[config.mk]
export PLATFORM = sky130hd
export DESIGN_NAME = html_tag_stripper_core_flat
export DESIGN_NICKNAME = d
export VERILOG_FILES = /design/src/hw/rtl/hts_pkg.sv /design/src/hw/rtl/hts_in_if.sv /design/src/hw/rtl/hts_out_if.sv /design/src/hw/rtl/hts_front.sv /design/src/hw/rtl/hts_queue.sv /design/src/hw/rtl/hts_back.sv /design/src/hw/rtl/html_tag_stripper_core.sv /design/src/flat_wrapper.sv
export SDC_FILE = /design/constraint.sdc
export NUM_CORES = 1
export LEC_CHECK = 0
export CORE_AREA = 10 10 99 119
export DETAILED_ROUTE_END_ITERATION = 16
export DIE_AREA = 0 0 109 129
export DONT_BUFFER_PORTS = 1
export PLACE_DENSITY = 0.74
export SLEW_MARGIN = 20
export SYNTH_ARGS = -nofsm -noshare
export SYNTH_HDL_FRONTEND = slang
export SYNTH_SLANG_ARGS = --single-unit
[constraint.sdc]
create_clock -name clk -period 7.7 [get_ports clk]
set_input_delay 1.54 -clock clk [delete_from_list [all_inputs] [get_ports clk]]
set_output_delay 1.54 -clock clk [all_outputs]
set_load 0.005 [all_outputs]
[src/hw/rtl/hts_pkg.sv]
`default_nettype none
package hts_pkg;

  typedef enum logic [1:0] {
    MODE_COPY   = 2'd0,
    MODE_TAG    = 2'd1,
    MODE_ENTITY = 2'd2,
    MODE_DROP   = 2'd3
  } mode_t;

  typedef struct packed {
    logic [7:0] out_char;
    logic       has_char;
    logic       end_of_text;
  } result_t;

  localparam int QDepth = 2;
  localparam int QIdxW  = (QDepth > 1) ? $clog2(QDepth) : 1;
  localparam int QCntW  = $clog2(QDepth + 1);

  typedef struct packed {
    logic             full;
    logic             empty;
    logic [QCntW-1:0] count;
  } q_stat_t;

  localparam logic [7:0] CH_LT    = 8'h3c;
  localparam logic [7:0] CH_GT    = 8'h3e;
  localparam logic [7:0] CH_AMP   = 8'h26;
  localparam logic [7:0] CH_SEMI  = 8'h3b;
  localparam logic [7:0] CH_SPACE = 8'h20;
  localparam logic [7:0] CH_NL    = 8'h0a;
  localparam logic [7:0] CH_TAB   = 8'h09;

  localparam logic [31:0] TAG_BR     = 32'h0000_7262;
  localparam logic [31:0] TAG_BR_SL  = 32'h002f_7262;
  localparam logic [31:0] TAG_DIV_CL = 32'h7669_642f;
  localparam logic [15:0] TAG_TR     = 16'h7274;
  localparam logic [15:0] TAG_TD     = 16'h6474;
  localparam logic [23:0] ENT_LT     = 24'h00_746c;
  localparam logic [23:0] ENT_GT     = 24'h00_7467;
  localparam logic [23:0] ENT_AMP    = 24'h70_6d61;

  localparam logic [2:0] TAG_SAT = 3'd5;
  localparam logic [2:0] ENT_SAT = 3'd4;

endpackage
`default_nettype wire

[src/hw/rtl/hts_in_if.sv]
`default_nettype none
interface hts_in_if;
  logic       valid;
  logic       ready;
  logic [7:0] in_char;
  logic       in_last;

  modport source (output valid, output in_char, output in_last, input ready);
  modport sink (input valid, input in_char, input in_last, output ready);
endinterface
`default_nettype wire

[src/hw/rtl/hts_out_if.sv]
`default_nettype none
interface hts_out_if;
  logic       valid;
  logic       ready;
  logic [7:0] out_char;
  logic       has_char;
  logic       end_of_text;

  modport source (output valid, output out_char, output has_char, output end_of_text,
                  input ready);
  modport sink (input valid, input out_char, input has_char, input end_of_text,
                output ready);
endinterface
`default_nettype wire

[src/hw/rtl/hts_front.sv]
`default_nettype none
module hts_front (
  input  wire logic            clk,
  input  wire logic            rst,
  hts_in_if.sink               din,
  input  wire logic            q_full,
  output logic                 push,
  output hts_pkg::result_t     push_data
);
  import hts_pkg::*;

  mode_t       mode, mode_next;
  logic [31:0] tag_prefix, tag_prefix_next;
  logic [2:0]  tag_count, tag_count_next;
  logic [23:0] entity_prefix, entity_prefix_next;
  logic [2:0]  entity_count, entity_count_next;

  logic       accept;
  logic [7:0] c;
  logic [7:0] tag_char;
  logic [7:0] ent_char;
  logic       spaced;
  logic       give;
  logic [7:0] ch;

  assign din.ready = !q_full;
  assign accept    = din.valid && din.ready;
  assign c         = din.in_char;

  // tag and entity classification
  assign spaced = (tag_count >= 3'd3) && (tag_prefix[23:16] == CH_SPACE);

  always_comb begin
    tag_char = 8'd0;
    if (tag_count == 3'd2 && tag_prefix == TAG_BR) begin
      tag_char = CH_NL;
    end else if (tag_count == 3'd3 && tag_prefix == TAG_BR_SL) begin
      tag_char = CH_NL;
    end else if (tag_count == 3'd4 && tag_prefix == TAG_DIV_CL) begin
      tag_char = CH_NL;
    end else if (tag_prefix[15:0] == TAG_TR && (tag_count == 3'd2 || spaced)) begin
      tag_char = CH_NL;
    end else if (tag_prefix[15:0] == TAG_TD && (tag_count == 3'd2 || spaced)) begin
      tag_char = CH_TAB;
    end
  end

  always_comb begin
    ent_char = 8'd0;
    if (entity_count == 3'd2 && entity_prefix == ENT_LT) begin
      ent_char = CH_LT;
    end else if (entity_count == 3'd2 && entity_prefix == ENT_GT) begin
      ent_char = CH_GT;
    end else if (entity_count == 3'd3 && entity_prefix == ENT_AMP) begin
      ent_char = CH_AMP;
    end
  end

  // next state
  always_comb begin
    mode_next          = mode;
    tag_prefix_next    = tag_prefix;
    tag_count_next     = tag_count;
    entity_prefix_next = entity_prefix;
    entity_count_next  = entity_count;
    if (accept) begin
      if (c == CH_LT) begin
        mode_next       = MODE_TAG;
        tag_prefix_next = '0;
        tag_count_next  = '0;
      end else if (mode == MODE_TAG) begin
        if (c == CH_GT) begin
          mode_next = MODE_COPY;
        end else begin
          case (tag_count)
            3'd0:    tag_prefix_next[7:0]   = c;
            3'd1:    tag_prefix_next[15:8]  = c;
            3'd2:    tag_prefix_next[23:16] = c;
            3'd3:    tag_prefix_next[31:24] = c;
            default: tag_prefix_next        = tag_prefix;
          endcase
          if (tag_count < TAG_SAT) begin
            tag_count_next = tag_count + 3'd1;
          end
        end
      end else if (c == CH_GT) begin
        mode_next = MODE_COPY;
      end else if (c == CH_AMP) begin
        mode_next          = MODE_ENTITY;
        entity_prefix_next = '0;
        entity_count_next  = '0;
      end else if (mode == MODE_ENTITY) begin
        if (c == CH_SEMI) begin
          mode_next = (ent_char != 8'd0) ? MODE_COPY : MODE_DROP;
        end else begin
          case (entity_count)
            3'd0:    entity_prefix_next[7:0]   = c;
            3'd1:    entity_prefix_next[15:8]  = c;
            3'd2:    entity_prefix_next[23:16] = c;
            default: entity_prefix_next        = entity_prefix;
          endcase
          if (entity_count < ENT_SAT) begin
            entity_count_next = entity_count + 3'd1;
          end
        end
      end
      if (din.in_last) begin
        mode_next          = MODE_COPY;
        tag_prefix_next    = '0;
        tag_count_next     = '0;
        entity_prefix_next = '0;
        entity_count_next  = '0;
      end
    end
  end

  // outputs
  always_comb begin
    give = 1'b0;
    ch   = 8'd0;
    if (c != CH_LT) begin
      case (mode)
        MODE_TAG: begin
          if (c == CH_GT) begin
            ch   = tag_char;
            give = tag_char != 8'd0;
          end
        end
        MODE_ENTITY: begin
          if (c == CH_SEMI) begin
            ch   = ent_char;
            give = ent_char != 8'd0;
          end
        end
        MODE_COPY: begin
          if (c != CH_GT && c != CH_AMP) begin
            ch   = c;
            give = 1'b1;
          end
        end
        default: begin
          give = 1'b0;
          ch   = 8'd0;
        end
      endcase
    end
  end

  assign push                  = accept && (give || din.in_last);
  assign push_data.out_char    = give ? ch : 8'd0;
  assign push_data.has_char    = give;
  assign push_data.end_of_text = din.in_last;

  always_ff @(posedge clk) begin
    if (rst) begin
      mode          <= MODE_COPY;
      tag_prefix    <= '0;
      tag_count     <= '0;
      entity_prefix <= '0;
      entity_count  <= '0;
    end else begin
      mode          <= mode_next;
      tag_prefix    <= tag_prefix_next;
      tag_count     <= tag_count_next;
      entity_prefix <= entity_prefix_next;
      entity_count  <= entity_count_next;
    end
  end

endmodule
`default_nettype wire

[src/hw/rtl/hts_queue.sv]
`default_nettype none
module hts_queue (
  input  wire logic             clk,
  input  wire logic             rst,
  input  wire logic             push,
  input  wire hts_pkg::result_t push_data,
  input  wire logic             pop,
  output hts_pkg::result_t      pop_data,
  output hts_pkg::q_stat_t      stat
);
  import hts_pkg::*;

  result_t          entries [QDepth];
  logic [QIdxW-1:0] wptr;
  logic [QIdxW-1:0] rptr;
  logic [QCntW-1:0] count;
  logic             do_push;
  logic             do_pop;

  assign stat.count = count;
  assign stat.full  = count == QCntW'(QDepth);
  assign stat.empty = count == '0;
  assign do_push    = push && !stat.full;
  assign do_pop     = pop && !stat.empty;
  assign pop_data   = entries[rptr];

  always_ff @(posedge clk) begin
    if (do_push) begin
      entries[wptr] <= push_data;
    end
  end

  always_ff @(posedge clk) begin
    if (rst) begin
      wptr  <= '0;
      rptr  <= '0;
      count <= '0;
    end else begin
      if (do_push) begin
        wptr <= (wptr == QIdxW'(QDepth - 1)) ? '0 : wptr + 1'b1;
      end
      if (do_pop) begin
        rptr <= (rptr == QIdxW'(QDepth - 1)) ? '0 : rptr + 1'b1;
      end
      case ({do_push, do_pop})
        2'b10:   count <= count + 1'b1;
        2'b01:   count <= count - 1'b1;
        default: count <= count;
      endcase
    end
  end

endmodule
`default_nettype wire

[src/hw/rtl/hts_back.sv]
`default_nettype none
module hts_back (
  input  wire logic             clk,
  input  wire logic             rst,
  input  wire hts_pkg::result_t q_data,
  input  wire logic             q_empty,
  output logic                  pop,
  hts_out_if.source             dout
);
  import hts_pkg::*;

  logic    valid;
  result_t data;

  assign pop              = !q_empty && (!valid || dout.ready);
  assign dout.valid       = valid;
  assign dout.out_char    = data.out_char;
  assign dout.has_char    = data.has_char;
  assign dout.end_of_text = data.end_of_text;

  always_ff @(posedge clk) begin
    if (pop) begin
      data <= q_data;
    end
  end

  always_ff @(posedge clk) begin
    if (rst) begin
      valid <= 1'b0;
    end else if (pop) begin
      valid <= 1'b1;
    end else if (dout.ready) begin
      valid <= 1'b0;
    end
  end

endmodule
`default_nettype wire

[src/hw/rtl/html_tag_stripper_core.sv]
// markup-to-plain-text filter, one byte per request on din
// din carries in_char and in_last; dout carries out_char, has_char and end_of_text
// plain bytes are copied, tags and entities are parsed and dropped or translated
// (br, br/, /div, tr give a newline, td gives a tab, lt/gt/amp give their char)
// each input byte gives zero or one result; the last byte always gives one result,
// a bare end marker with has_char low if the byte itself yields no character
// the front parses a byte as it is accepted, writing its result to the queue
// throughput: one byte per cycle while the queue is not full
// a two-entry queue sits between the parser and the output register
// when dout stalls the queue fills and din.ready drops once it is full;
// no result is lost or repeated
// reset (rst, synchronous) clears the parser to copy mode and empties the queue
// and output register; after a last byte the parser returns to its reset state
`default_nettype none
module html_tag_stripper_core (
  input  wire logic clk,
  input  wire logic rst,
  hts_in_if.sink    din,
  hts_out_if.source dout
);
  import hts_pkg::*;

  logic    push;
  result_t push_data;
  logic    pop;
  result_t pop_data;
  q_stat_t qstat;

  hts_front u_front (
    .clk       (clk),
    .rst       (rst),
    .din       (din),
    .q_full    (qstat.full),
    .push      (push),
    .push_data (push_data)
  );

  hts_queue u_queue (
    .clk       (clk),
    .rst       (rst),
    .push      (push),
    .push_data (push_data),
    .pop       (pop),
    .pop_data  (pop_data),
    .stat      (qstat)
  );

  hts_back u_back (
    .clk     (clk),
    .rst     (rst),
    .q_data  (pop_data),
    .q_empty (qstat.empty),
    .pop     (pop),
    .dout    (dout)
  );

  a_no_overflow: assert property (@(posedge clk) disable iff (rst)
    !(push && qstat.full))
    else $error("queue overflow");

  a_count_bound: assert property (@(posedge clk) disable iff (rst)
    qstat.count <= QCntW'(QDepth))
    else $error("queue count out of range");

  a_last_pushes: assert property (@(posedge clk) disable iff (rst)
    (din.valid && din.ready && din.in_last) |-> (push && push_data.end_of_text))
    else $error("last byte gave no end marker");

  a_eot_from_last: assert property (@(posedge clk) disable iff (rst)
    (push && push_data.end_of_text) |-> din.in_last)
    else $error("end marker without last byte");

endmodule
`default_nettype wire
[src/flat_wrapper.sv]
// flat-port wrapper written by rule: the top's interface ports become plain ports
module html_tag_stripper_core_flat import hts_pkg::*;
  (clk, rst, din_valid, din_in_char, din_in_last, din_ready, dout_valid, dout_out_char, dout_has_char, dout_end_of_text, dout_ready);
  hts_in_if din_i ();
  hts_out_if dout_i ();
  input  wire logic clk;
  input  wire logic rst;
  input wire logic [$bits(din_i.valid)-1:0] din_valid;
  input wire logic [$bits(din_i.in_char)-1:0] din_in_char;
  input wire logic [$bits(din_i.in_last)-1:0] din_in_last;
  output wire logic [$bits(din_i.ready)-1:0] din_ready;
  output wire logic [$bits(dout_i.valid)-1:0] dout_valid;
  output wire logic [$bits(dout_i.out_char)-1:0] dout_out_char;
  output wire logic [$bits(dout_i.has_char)-1:0] dout_has_char;
  output wire logic [$bits(dout_i.end_of_text)-1:0] dout_end_of_text;
  input wire logic [$bits(dout_i.ready)-1:0] dout_ready;
  assign din_i.valid = din_valid;
  assign din_i.in_char = din_in_char;
  assign din_i.in_last = din_in_last;
  assign din_ready = din_i.ready;
  assign dout_valid = dout_i.valid;
  assign dout_out_char = dout_i.out_char;
  assign dout_has_char = dout_i.has_char;
  assign dout_end_of_text = dout_i.end_of_text;
  assign dout_i.ready = dout_ready;
  html_tag_stripper_core u_core (.clk(clk), .rst(rst), .din(din_i), .dout(dout_i));
endmodule
==> impl_metrics.env <==
export IMPL_status="finished, final reports clean"
export IMPL_synthFlopType="dfxtp_1"
export IMPL_crit_buf_inv=0
export IMPL_io_pins=25
export IMPL_ff2ff_path_depth=5
export IMPL_path_cells="or3b_1, nor4_1, a21oi_1, o21a_1, o31ai_2, ha_1, or3_1, a21oi_1"
export IMPL_cts_hold_fix_buffers=0
export IMPL_wirelength_mm=10.05
export IMPL_grt_usage_pct=15.03
export IMPL_yosys_area_share_simple_pct=21.30
export IMPL_tns_ps=0
export IMPL_worstSetupPathType="input port to flop"
export IMPL_dpl_hpwl_mm=7.303
export IMPL_final_cell_count_no_fill=573
export IMPL_critPathMaxFanout=7
export IMPL_muxShareOfSynthArea_pct=13.50
export IMPL_fmax_ghz=0.2593
export IMPL_slew_limit_headroom_pct=30.00
export IMPL_period_share_pct=50.08
export IMPL_critPathLaunchType="input port"
export IMPL_drive_gt1_share_pct=8.444
export IMPL_p_sw_share_pct=26.99
export IMPL_ant_nets=0
export IMPL_synth_compound_area_share_pct=9.854
export IMPL_power_switching_mw=0.3490
export IMPL_cts_resized=0
export IMPL_yosysTopAreaCell="dfxtp_1"
export IMPL_fp_dieW_um=109
export IMPL_final_util_pct=53.31
export IMPL_dp_cells=557
export IMPL_core_area_mm2=0.009418
export IMPL_synth_edf_count=30
export IMPL_start_util_pct=49.21
export IMPL_antenna_found_initial=0
export IMPL_die_h_um=129
export IMPL_arrival_ps=4140
export IMPL_cts_reportedPaths_clkPinSlew_ps=70
export IMPL_num_vias=3306
export IMPL_avgSynthCellArea_um2=10.34
export IMPL_crit_required_ps=7980
export IMPL_cpLargestDelayFamily="simple AND/OR/NAND/NOR gates"
export IMPL_tightest_slew_ps=1035
export IMPL_viasPerCell=5.770
export IMPL_area_growth_pct=8.342
export IMPL_critical_path_max_stage_delay_ps=760
export IMPL_critPathSlowestCell="nor4_1"
export IMPL_cts_htree_levels=3
export IMPL_hold_path_class="flop to flop"
export IMPL_synth_ff_latch_count=99
export IMPL_power_mw=1.293
export IMPL_row_count=39
export IMPL_ys_types=59
export IMPL_portBuffers=0
export IMPL_drc=0
export IMPL_place_ws_ps=3499
export IMPL_post_cts_setup_buffer_count=0
export IMPL_synth_xor_area_share_pct=0.7559
export IMPL_final_cell_mix="71 x nor2_1, 69 x dfxtp_1, 49 x mux2i_1"
export IMPL_layout_commonest_cell="nor2_1"
export IMPL_p_int_mw=0.9442
export IMPL_multi_input_comb_area_mm2=0.002242
export IMPL_clk_latency_ps=350
export IMPL_cts_buffer_depth=2
export IMPL_synth_fa_ha_area_share_pct=2.970
export IMPL_async_reset_ff_share_pct=0
export IMPL_hold_violations=0
export IMPL_wl_per_cell_um=17.55
export IMPL_peakVddDrop_uv=120.5
export IMPL_maxCapViolCount=0
export IMPL_critical_path_most_common_cell="a21oi_1"
export IMPL_min_period_ps=3857
export IMPL_syn_num_nets=472
export IMPL_nFillCells=836
export IMPL_drtIter0Drc=205
export IMPL_cts_buffers_inserted=9
export IMPL_synth_area_mm2=0.004634
export IMPL_setup_viol=0
export IMPL_final_net_count=469
export IMPL_grt_pass1_wl_mm=16.56
export IMPL_synth_warnings=0
export IMPL_synth_top_area_share_pct=29.81
export IMPL_grt_max_degree=71
export IMPL_regArea_mm2=0.002282
export IMPL_combinationalPowerShare_pct=14.1
export IMPL_finalWorstSetupSlack_ps=3843
export IMPL_cts_root_buffer="clkbuf_16"
export IMPL_fin_skew_ps=6.034
export IMPL_pwr_share_seq_pct=51.3
export IMPL_drt_pass1_iter_count=4
export IMPL_maxSlewViolCount=0
export IMPL_antennaDiodeCount=0
export IMPL_synth_top_family_by_area="simple AND/OR/NAND/NOR gates"
export IMPL_cts_tree="yes"
export IMPL_seq_area_frac_synth_pct=49.24
export IMPL_synthCells=448
export IMPL_leakage_nw=1.723
export IMPL_grt_pass1_vias=3306
export IMPL_cts_sinks=99
export IMPL_synth_area_leaders="dfxtp_1 30%, edfxtp_1 19%, mux2i_1 11%"
export IMPL_whs_path_depth=2
export IMPL_p_clk_share_pct=34.6
export IMPL_overflow=0
export IMPL_cp_end_kind="flop"
export IMPL_p_per_area_mw_per_mm2=257.6
export IMPL_gp_congestion=0.8435
export IMPL_path_depth=8
export IMPL_dieArea_mm2=0.01406
export IMPL_rsz0062_at_grt="false"
[worst min-delay path: stages, from the launching register on]
cell and delay (ps):
dfxtp_1 310, nand2_1 50, a21oi_1 50
[registers in the layout, indices dropped and copies added, names as in the netlist, 2 cells and up]
register	count
u_core.u_queue.count	2
u_core.u_front.tag_prefix	32
u_core.u_front.mode	2
u_core.u_front.tag_count	3
u_core.u_front.entity_count	3
u_core.u_front.entity_prefix	24
u_core.u_queue.entries	20
u_core.u_back.dout.out_char	8
[Yosys cell counts, types with 10 or more instances]
cell       n
a21oi_1   14
clkbuf_1  10
dfxtp_1   69
edfxtp_1  30
ha_1      11
inv_1     11
mux2_2    11
mux2i_1   49
nand2_1   28
nor2_1    71
nor2b_1   11
nor4_1    10
[layout make-up]
type | count | area share, %
Clock buffer | 10 | 4.984
Clock inverter | 6 | 1.022
Inverter | 11 | 0.8223
Multi-Input combinational cell | 324 | 44.65
Sequential cell | 99 | 45.45
Tap cell | 123 | 3.065
[path summary, 6_finish.rpt]
path | startpoint | end | slack [ps]
max | din_in_char[6] | u_core.u_queue.count[1] | 3840
min | u_core.u_front.entity_prefix[19] | u_core.u_front.entity_prefix[19] | 450
max reg2reg | u_core.u_front.entity_prefix[6] | u_core.u_queue.entries[0][6] | 4490
min reg2reg | u_core.u_front.entity_prefix[19] | u_core.u_front.entity_prefix[19] | 450
[power by group through the flow]
stage / clock network [mW] / logic (mW) / registers (mW)
2_1_floorplan: 0 / 0.161 / 0.656
3_3_place_gp: 0 / 0.175 / 0.673
3_5_place_dp: 0 / 0.183 / 0.677
4_1_cts: 0.456 / 0.184 / 0.666
5_1_grt: 0.479 / 0.205 / 0.673
6_report: 0.448 / 0.182 / 0.663
[stage by stage]
| step | cell area [um^2] | hold slack, ps |
|---|---|---|
| detailed placement | 4720 | 444.2 |
| floorplan | 4634 | 436.3 |
| global route | 5021 | 463.7 |
| finish | 5021 | 452.9 |
| CTS | 5021 | 453.6 |
| global placement | 4720 | 438.7 |
[metal layers]
layer	global-route usage (%)	wire [um]	vias to the layer above
li1	-	-	1613
met2	25.13	4920	78
met5	0	0	-
met1	16.95	4219	1593
met4	8.780	365	0
met3	3.696	549	22
[cells by family after synthesis]
group,count (synthesis)
AO/OA/AOI/OAI,60
buffers and inverters,25
AND/OR/NAND/NOR,188
flip-flops,99
adder cells (fa/ha/maj),11
XOR/XNOR,4
multiplexers,61
Power figures use the tool's default switching activity.
